$ cat src/dema_pkg.sv
// Package for the double exponential moving average core.
// Holds the fixed field widths, register indexes and payload types shared by all files.
// Depends on nothing.
package dema_pkg;
	localparam int SAMPLE_W = 32;
	localparam int PERIOD_W = 16;
	localparam int ALPHA_W = 17;
	localparam int AVG_W = 48;
	localparam int COUNT_W = 18;
	localparam int DIFF_W = AVG_W + 1;
	localparam int ACC_W = AVG_W + ALPHA_W + 1;
	localparam int FRAC_SHIFT = 16;
	localparam int PADDR_W = 3;
	localparam int PDATA_W = 32;

	localparam logic [ALPHA_W-1:0] ALPHA_ONE = ALPHA_W'(65536);
	localparam logic [COUNT_W-1:0] COUNT_MAX = {COUNT_W{1'b1}};

	localparam logic REG_PERIOD = 1'b0;
	localparam logic REG_ALPHA = 1'b1;

	typedef logic signed [SAMPLE_W-1:0] sample_t;
	typedef logic signed [AVG_W-1:0] avg_t;
	typedef logic signed [DIFF_W-1:0] diff_t;
	typedef logic signed [ACC_W-1:0] acc_t;
endpackage

$ cat src/dema_if.sv
// Valid/ready channels of the double exponential moving average core.
// Uses dema_pkg for the payload types.
interface dema_in_if import dema_pkg::*; ();
	logic valid;
	logic ready;
	sample_t sample;
	logic first_of_series;

	modport source (output valid, output sample, output first_of_series, input ready);
	modport sink (input valid, input sample, input first_of_series, output ready);
endinterface

interface dema_out_if import dema_pkg::*; ();
	logic valid;
	logic ready;
	sample_t dema_value;

	modport source (output valid, output dema_value, input ready);
	modport sink (input valid, input dema_value, output ready);
endinterface

$ cat src/dema_blend_unit.sv
// Shared blend unit: a + (v - a) * w, rounded half up from Q16.48 to Q16.32.
// Steps in order: difference and product are registered, the accumulate is combinational. Uses dema_pkg.
module dema_blend_unit import dema_pkg::*; (
	input  logic                clk,
	input  avg_t                a,
	input  avg_t                v,
	input  logic [ALPHA_W-1:0]  w,
	output avg_t                result
);
	diff_t diff_s1;
	acc_t prod_s2;
	acc_t acc;
	logic signed [DIFF_W+ALPHA_W:0] prod;

	assign prod = diff_s1 * $signed({1'b0, w});

	always_ff @(posedge clk) begin
		diff_s1 <= DIFF_W'(v) - DIFF_W'(a);
		prod_s2 <= prod[ACC_W-1:0];
	end

	always_comb begin
		acc = {{(ACC_W-AVG_W-FRAC_SHIFT){a[AVG_W-1]}}, a, {FRAC_SHIFT{1'b0}}}
			+ prod_s2 + ACC_W'(32768);
		result = acc[AVG_W+FRAC_SHIFT-1:FRAC_SHIFT];
	end
endmodule

$ cat src/double_exponential_moving_average_core.sv
// Double exponential moving average core: top level with sequencer and register port.
// Uses dema_pkg, dema_in_if / dema_out_if and dema_blend_unit.
//
// Samples arrive on feed (sample, first_of_series), results leave on result
// (dema_value), both valid/ready; an item moves when valid and ready are high.
// period and alpha are written over the APB port at byte addresses 0 and 4; the user
// writes them only while idle and sets alpha to 2/(period+1) in unsigned Q1.16, as the
// block enforces neither (alpha above one is clamped). Each sample runs through one
// shared blend unit (subtract, multiply, add): after the accept cycle the sequencer steps
// DIFF1, MUL1, ACC1 for the first average; from count max(period-1,0) on it also
// steps DIFF2, MUL2, ACC2 for the second, and from twice that count it enters OUT.
// feed.ready is high only in idle, so a new sample waits until the last is done.
// A result sits in an output register; the next sample is accepted while it
// waits, and the sequencer holds in its last step only if a second result is
// ready before the first is taken. Reset clears both averages, the sample
// count and the output valid, and restores period 1 and alpha one.
module double_exponential_moving_average_core import dema_pkg::*; (
	input  logic                clk,
	input  logic                arst_n,
	input  logic                psel,
	input  logic                penable,
	input  logic                pwrite,
	input  logic [PADDR_W-1:0]  paddr,
	input  logic [PDATA_W-1:0]  pwdata,
	output logic [PDATA_W-1:0]  prdata,
	output logic                pready,
	dema_in_if.sink             feed,
	dema_out_if.source          result
);
	localparam logic [2:0] ST_IDLE  = 3'd0;
	localparam logic [2:0] ST_DIFF1 = 3'd1;
	localparam logic [2:0] ST_MUL1  = 3'd2;
	localparam logic [2:0] ST_ACC1  = 3'd3;
	localparam logic [2:0] ST_DIFF2 = 3'd4;
	localparam logic [2:0] ST_MUL2  = 3'd5;
	localparam logic [2:0] ST_ACC2  = 3'd6;
	localparam logic [2:0] ST_OUT   = 3'd7;

	logic [2:0] state_q;
	logic [PERIOD_W-1:0] period_q;
	logic [ALPHA_W-1:0] alpha_q;
	avg_t first_avg_q;
	avg_t second_avg_q;
	logic [COUNT_W-1:0] count_q;
	avg_t xs_q;
	logic [ALPHA_W-1:0] w_q;
	logic [COUNT_W-1:0] seed_at_q;
	logic [COUNT_W-1:0] out_at_q;
	logic out_valid_q;
	sample_t out_data_q;

	logic cfg_wr;
	logic accept;
	logic seeding;
	logic phase2;
	logic slot_free;
	avg_t unit_a;
	avg_t unit_v;
	avg_t unit_res;
	logic [COUNT_W-1:0] count_inc;
	logic [PERIOD_W-1:0] seed_at;
	logic signed [AVG_W+1:0] dval;
	logic signed [AVG_W+1-FRAC_SHIFT:0] rval;
	sample_t sat_val;

	assign pready = 1'b1;
	assign cfg_wr = psel & penable & pwrite;
	assign prdata = (paddr[2] == REG_ALPHA) ? PDATA_W'(alpha_q) : PDATA_W'(period_q);

	assign feed.ready = (state_q == ST_IDLE);
	assign accept = feed.valid & feed.ready;
	assign result.valid = out_valid_q;
	assign result.dema_value = out_data_q;

	assign seed_at = (period_q == '0) ? '0 : period_q - PERIOD_W'(1);
	assign seeding = (count_q == seed_at_q);
	assign phase2 = (state_q == ST_DIFF2) || (state_q == ST_MUL2) || (state_q == ST_ACC2);
	assign unit_v = phase2 ? first_avg_q : xs_q;
	assign unit_a = (phase2 && !((state_q == ST_DIFF2) && seeding)) ? second_avg_q
		: first_avg_q;
	assign count_inc = (count_q == COUNT_MAX) ? count_q : count_q + COUNT_W'(1);
	assign slot_free = !out_valid_q || result.ready;

	always_comb begin
		dval = ((AVG_W+2)'(first_avg_q) <<< 1) - (AVG_W+2)'(second_avg_q)
			+ (AVG_W+2)'(32768);
		rval = dval[AVG_W+1:FRAC_SHIFT];
		if (rval[AVG_W+1-FRAC_SHIFT:SAMPLE_W-1] == '0
			|| rval[AVG_W+1-FRAC_SHIFT:SAMPLE_W-1] == '1) begin
			sat_val = rval[SAMPLE_W-1:0];
		end else if (rval[AVG_W+1-FRAC_SHIFT]) begin
			sat_val = {1'b1, {(SAMPLE_W-1){1'b0}}};
		end else begin
			sat_val = {1'b0, {(SAMPLE_W-1){1'b1}}};
		end
	end

	dema_blend_unit u_blend (
		.clk    (clk),
		.a      (unit_a),
		.v      (unit_v),
		.w      (w_q),
		.result (unit_res)
	);

	always_ff @(posedge clk or negedge arst_n) begin
		if (!arst_n) begin
			period_q <= PERIOD_W'(1);
			alpha_q <= ALPHA_ONE;
		end else if (cfg_wr) begin
			unique case (paddr[2])
				REG_PERIOD: period_q <= pwdata[PERIOD_W-1:0];
				REG_ALPHA: alpha_q <= pwdata[ALPHA_W-1:0];
				default: ;
			endcase
		end
	end

	always_ff @(posedge clk) begin
		if (accept) begin
			xs_q <= {{(AVG_W-SAMPLE_W-FRAC_SHIFT){feed.sample[SAMPLE_W-1]}},
				feed.sample, {FRAC_SHIFT{1'b0}}};
			w_q <= (alpha_q > ALPHA_ONE) ? ALPHA_ONE : alpha_q;
			seed_at_q <= COUNT_W'(seed_at);
			out_at_q <= COUNT_W'(seed_at) << 1;
		end
		if (state_q == ST_OUT && slot_free) begin
			out_data_q <= sat_val;
		end
	end

	always_ff @(posedge clk or negedge arst_n) begin
		if (!arst_n) begin
			state_q <= ST_IDLE;
			first_avg_q <= '0;
			second_avg_q <= '0;
			count_q <= '0;
			out_valid_q <= 1'b0;
		end else begin
			if (state_q == ST_OUT && slot_free) begin
				out_valid_q <= 1'b1;
			end else if (result.ready) begin
				out_valid_q <= 1'b0;
			end
			unique case (state_q)
				ST_IDLE: begin
					if (accept) begin
						if (feed.first_of_series) begin
							first_avg_q <= {{(AVG_W-SAMPLE_W-FRAC_SHIFT){feed.sample[SAMPLE_W-1]}},
								feed.sample, {FRAC_SHIFT{1'b0}}};
							count_q <= '0;
						end
						state_q <= ST_DIFF1;
					end
				end
				ST_DIFF1: state_q <= ST_MUL1;
				ST_MUL1: state_q <= ST_ACC1;
				ST_ACC1: begin
					first_avg_q <= unit_res;
					if (count_q >= seed_at_q) begin
						state_q <= ST_DIFF2;
					end else begin
						count_q <= count_inc;
						state_q <= ST_IDLE;
					end
				end
				ST_DIFF2: begin
					if (seeding) begin
						second_avg_q <= first_avg_q;
					end
					state_q <= ST_MUL2;
				end
				ST_MUL2: state_q <= ST_ACC2;
				ST_ACC2: begin
					second_avg_q <= unit_res;
					if (count_q >= out_at_q) begin
						state_q <= ST_OUT;
					end else begin
						count_q <= count_inc;
						state_q <= ST_IDLE;
					end
				end
				ST_OUT: begin
					if (slot_free) begin
						count_q <= count_inc;
						state_q <= ST_IDLE;
					end
				end
				default: state_q <= ST_IDLE;
			endcase
		end
	end
endmodule

$ cat src/flat_wrapper.sv
// flat-port wrapper written by rule: the top's interface ports become plain ports
module double_exponential_moving_average_core_flat import dema_pkg::*;
  (clk, arst_n, psel, penable, pwrite, paddr, pwdata, prdata, pready, feed_valid, feed_sample, feed_first_of_series, feed_ready, result_valid, result_dema_value, result_ready);
  dema_in_if feed_i ();
  dema_out_if result_i ();
  input  logic clk;
  input  logic arst_n;
  input  logic psel;
  input  logic penable;
  input  logic pwrite;
  input  logic [PADDR_W-1:0] paddr;
  input  logic [PDATA_W-1:0] pwdata;
  output logic [PDATA_W-1:0] prdata;
  output logic pready;
  input wire logic [$bits(feed_i.valid)-1:0] feed_valid;
  input wire logic [$bits(feed_i.sample)-1:0] feed_sample;
  input wire logic [$bits(feed_i.first_of_series)-1:0] feed_first_of_series;
  output wire logic [$bits(feed_i.ready)-1:0] feed_ready;
  output wire logic [$bits(result_i.valid)-1:0] result_valid;
  output wire logic [$bits(result_i.dema_value)-1:0] result_dema_value;
  input wire logic [$bits(result_i.ready)-1:0] result_ready;
  assign feed_i.valid = feed_valid;
  assign feed_i.sample = feed_sample;
  assign feed_i.first_of_series = feed_first_of_series;
  assign feed_ready = feed_i.ready;
  assign result_valid = result_i.valid;
  assign result_dema_value = result_i.dema_value;
  assign result_i.ready = result_ready;
  double_exponential_moving_average_core u_core (.clk(clk), .arst_n(arst_n), .psel(psel), .penable(penable), .pwrite(pwrite), .paddr(paddr), .pwdata(pwdata), .prdata(prdata), .pready(pready), .feed(feed_i), .result(result_i));
endmodule
$ cat config.mk
export PLATFORM = sky130hd
export DESIGN_NAME = double_exponential_moving_average_core_flat
export DESIGN_NICKNAME = d
export VERILOG_FILES = /design/src/dema_pkg.sv /design/src/dema_if.sv /design/src/dema_blend_unit.sv /design/src/double_exponential_moving_average_core.sv /design/src/flat_wrapper.sv
export SDC_FILE = /design/constraint.sdc
export NUM_CORES = 2
export LEC_CHECK = 0
export BUFFER_PORTS_ARGS = -buffer_cell sky130_fd_sc_hd__buf_2
export CORE_UTILIZATION = 46
export DETAILED_ROUTE_END_ITERATION = 12
export HOLD_SLACK_MARGIN = 0.03
export PLACE_DENSITY = 0.68
export SETUP_SLACK_MARGIN = 0.15
export SYNTH_ARGS = -nofsm -noshare
export SYNTH_HDL_FRONTEND = slang
export SYNTH_HIERARCHICAL = 1
export SYNTH_SLANG_ARGS = --single-unit
$ cat constraint.sdc
create_clock -name clk -period 15.4 [get_ports clk]
set_input_delay 3.08 -clock clk [delete_from_list [all_inputs] [get_ports clk]]
set_output_delay 3.08 -clock clk [all_outputs]
set_load 0.01 [all_outputs]
==> flow_summary.toml <==
[placement]
routabilityCongestion = 0.905
dp_hpwl_mm = 95.7
io_buffers = 108

[routing]
wirelength_mm = 127
highest_layer = "met4"
routedWlPerCell_um = 18.3
met3_length_mm = 6.61
dr.pass1.iters = 6
met2_length_mm = 64.4
vias = 38007
wirelength_met1_mm = 51.5
final_antenna_net_count = 0
drc = 0
via_per_inst = 5.47
drtIter0Drc = 2492

[yosys]
netlist.area_leader.share_pct = 30.2
syn_area_mm2 = 0.0501
yosys.area.top_type = "fa_1"
ys_seq_area_share_pct = 17.3
ys_types = 94
synthFlopType = "dfrtp_1"
async_reset_ff_share_pct = 43.6
yosysMostFrequentCell = "inv_1"
synth-seq-cells = 346
synth_area_leaders = "fa_1, ha_1, inv_1, dfrtp_1, edfxtp_1"
postSynthAreaPerCell_um2 = 9.00
synth_edf_count = 97
ys_top_cells_by_count = "inv_1, fa_1, nand2_1"
synth_cells = 5571
yosys_warnings = 6

[clock_tree]
cts_buffers = 39
cts_tree = "built"
cts_hold_buf = 0
root_buffer = "clkbuf_16"
cts_num_sinks = 346
cts_resized = 0
clock_latency_ns = 0.58
path_clk_slew_ns = 0.06
clk_path_buf_depth = 3
post_cts_buffers = 0
ctsHtreeMaxLevel = 2

[global_route]
gr-total-overflow = 0
grt_pass1_wl_mm = 205
grt_pass1_vias = 38653
grt_max_degree = 88
grt.total_usage_pct = 23.2
grt_antenna_before_repair = 1

[timing]
worst_pin_slew_ns = 1.24
fin_skew_ns = 0.0282
fin_tns_setup_ns = 0
fmax_ghz = 0.127
max_slew_margin_pct = 16.9
setup_violations = 0
rsz0062_at_grt = "false"
drv_slew = 0
min_period_over_period_pct = 51.2
period_needed_ns = 7.89
hold_viol_final = 0

[finish]
drive_gt1_share_pct = 7.00
area.sequential_mm2 = 0.00866
nets = 6710
diodes = 0
fill_cells = 10196
syn2layout_area_growth_pct = 5.73
multiInputGateArea_mm2 = 0.0366

[die]
chipWidth_um = 332
die_h_um = 332
io_pins = 142
die_area_mm2 = 0.110
start_util_pct = 46.6
num_rows = 120
design.core.area_mm2 = 0.108

[critical_path]
required_ns = 15.89
critPathMaxFanout = 32
setup.worst_path.end_class = "flop"
rrSetupSlack_ns = 7.51
startpoint_type = "flop"
startpoint = "u_core/w_q[11]$_SDFFCE_PN0P_"
reg2reg_from = "u_core/w_q[11]$_SDFFCE_PN0P_"
critical_path_class = "flop to flop"
worstPathArrival_ns = 8.38

[min_path]
hold_class = "flop to flop"
hold_path.startpoint = "u_core/first_avg_q[47]$_DFFE_PN0P_"

[status]
status = "finished clean"

[flow_run]
drv_cap = 0
layout make-up:
type                            instances  area share (%)
Tap cell                             1403            3.31
Timing Repair Buffer                  149            1.61
Inverter                             1022            7.24
Sequential cell                       346            16.3
Clock buffer                           57            2.14
Clock inverter                         14           0.255
Multi-Input combinational cell       3955            69.1
cell usage in the layout, fill, tap and decap left out, types with 12 or more instances in the layout:
master	instances
nor2_1	188
xor2_1	56
nor4_1	16
inv_1	1021
nand2_1	727
nand2b_1	21
and3_1	52
nand3_1	59
a21o_1	111
mux2_2	127
a31oi_1	67
conb_1	16
fa_1	756
o21ai_1	17
edfxtp_1	97
o211ai_1	14
ha_1	366
buf_4	41
o21bai_1	43
nor3_1	42
buf_2	107
xnor2_1	125
dfrtp_1	149
and2_1	389
o21a_1	24
a21oi_1	214
a22o_1	17
nor2b_1	35
o22ai_1	29
o21ai_0	136
nand4_1	47
clkbuf_16	40
o31ai_1	13
a211oi_1	25
or2_2	12
mux2i_1	47
and4_1	13
dfxtp_1	98
per-layer routing:
layer  vias to the layer above  GRT usage, %
li1                      17576             -
met1                     19037          29.3
met2                      1140          41.0
met3                       254          2.21
met4                         0          8.62
met5                         -             0
path summary, 6_finish.rpt:
kind | to | cells after the start
max in group asynchronous | u_core/first_avg_q[8]$_DFFE_PN0P_ | 2
worst max register to register | u_core/u_blend/prod_s2[63]$_DFF_P_ | 24
worst max-delay path | u_core/u_blend/prod_s2[63]$_DFF_P_ | 24
worst min-delay path | u_core/first_avg_q[47]$_DFFE_PN0P_ | 2
worst min register to register | u_core/first_avg_q[47]$_DFFE_PN0P_ | 2
min in group asynchronous | u_core/alpha_q[9]$_DFFE_PN0P_ | 1
sequential cells by signal, indices dropped and copies added (netlist names), 17 cells and up:
signal / cells
u_core/alpha_q: 17
u_core/count_q: 18
u_core/first_avg_q: 48
u_core/result.dema_value: 32
u_core/second_avg_q: 48
u_core/u_blend/diff_s1: 49
u_core/u_blend/prod_s2: 49
u_core/w_q: 17
u_core/xs_q: 32
through the flow:
stage	hold WS, ns	setup WS [ns]	area, um2	cells	utilization, %
floorplan	0.466	8.22	50200	5585	-
global placement	0.486	7.75	51700	6875	48.1
detailed placement	0.499	7.61	51700	6875	48.1
CTS	0.511	7.57	53000	6946	49.3
global route	0.545	7.16	53000	6946	49.3
finish	0.515	7.51	53000	6946	49.3
worst max-delay path: stages, from the launching register on:
cell and delay, ns:
edfxtp_1 0.32, buf_4 0.28, buf_4 0.48, nand2_1 0.16, fa_1 0.56, inv_1 0.06
fa_1 0.50, inv_1 0.05, fa_1 0.47, inv_1 0.05, fa_1 0.50, fa_1 0.54
inv_1 0.05, fa_1 0.53, inv_1 0.04, ha_1 0.33, a21oi_1 0.35, o211ai_1 0.18
a221oi_2 0.35, o32ai_1 0.26, a211oi_2 0.52, o22ai_2 0.22, o41a_1 0.45, a311oi_2 0.33
xnor2_1 0.16
cell families (layout without fill, tap and decap cells):
logic type	count (synthesis)	count (layout)	synth area share [%]
xor+xnor	181	181	3.16
buf+inv	1284	1242	9.83
other cells	2	16	0.0150
fa+ha+maj	1122	1122	39.3
mux	174	174	3.79
flops	346	346	17.3
simple gates	1643	1643	15.9
compound gates	819	819	10.8
Power is not shown: default switching activity piles up to over one toggle a cycle in this logic, so the estimate is an artifact.
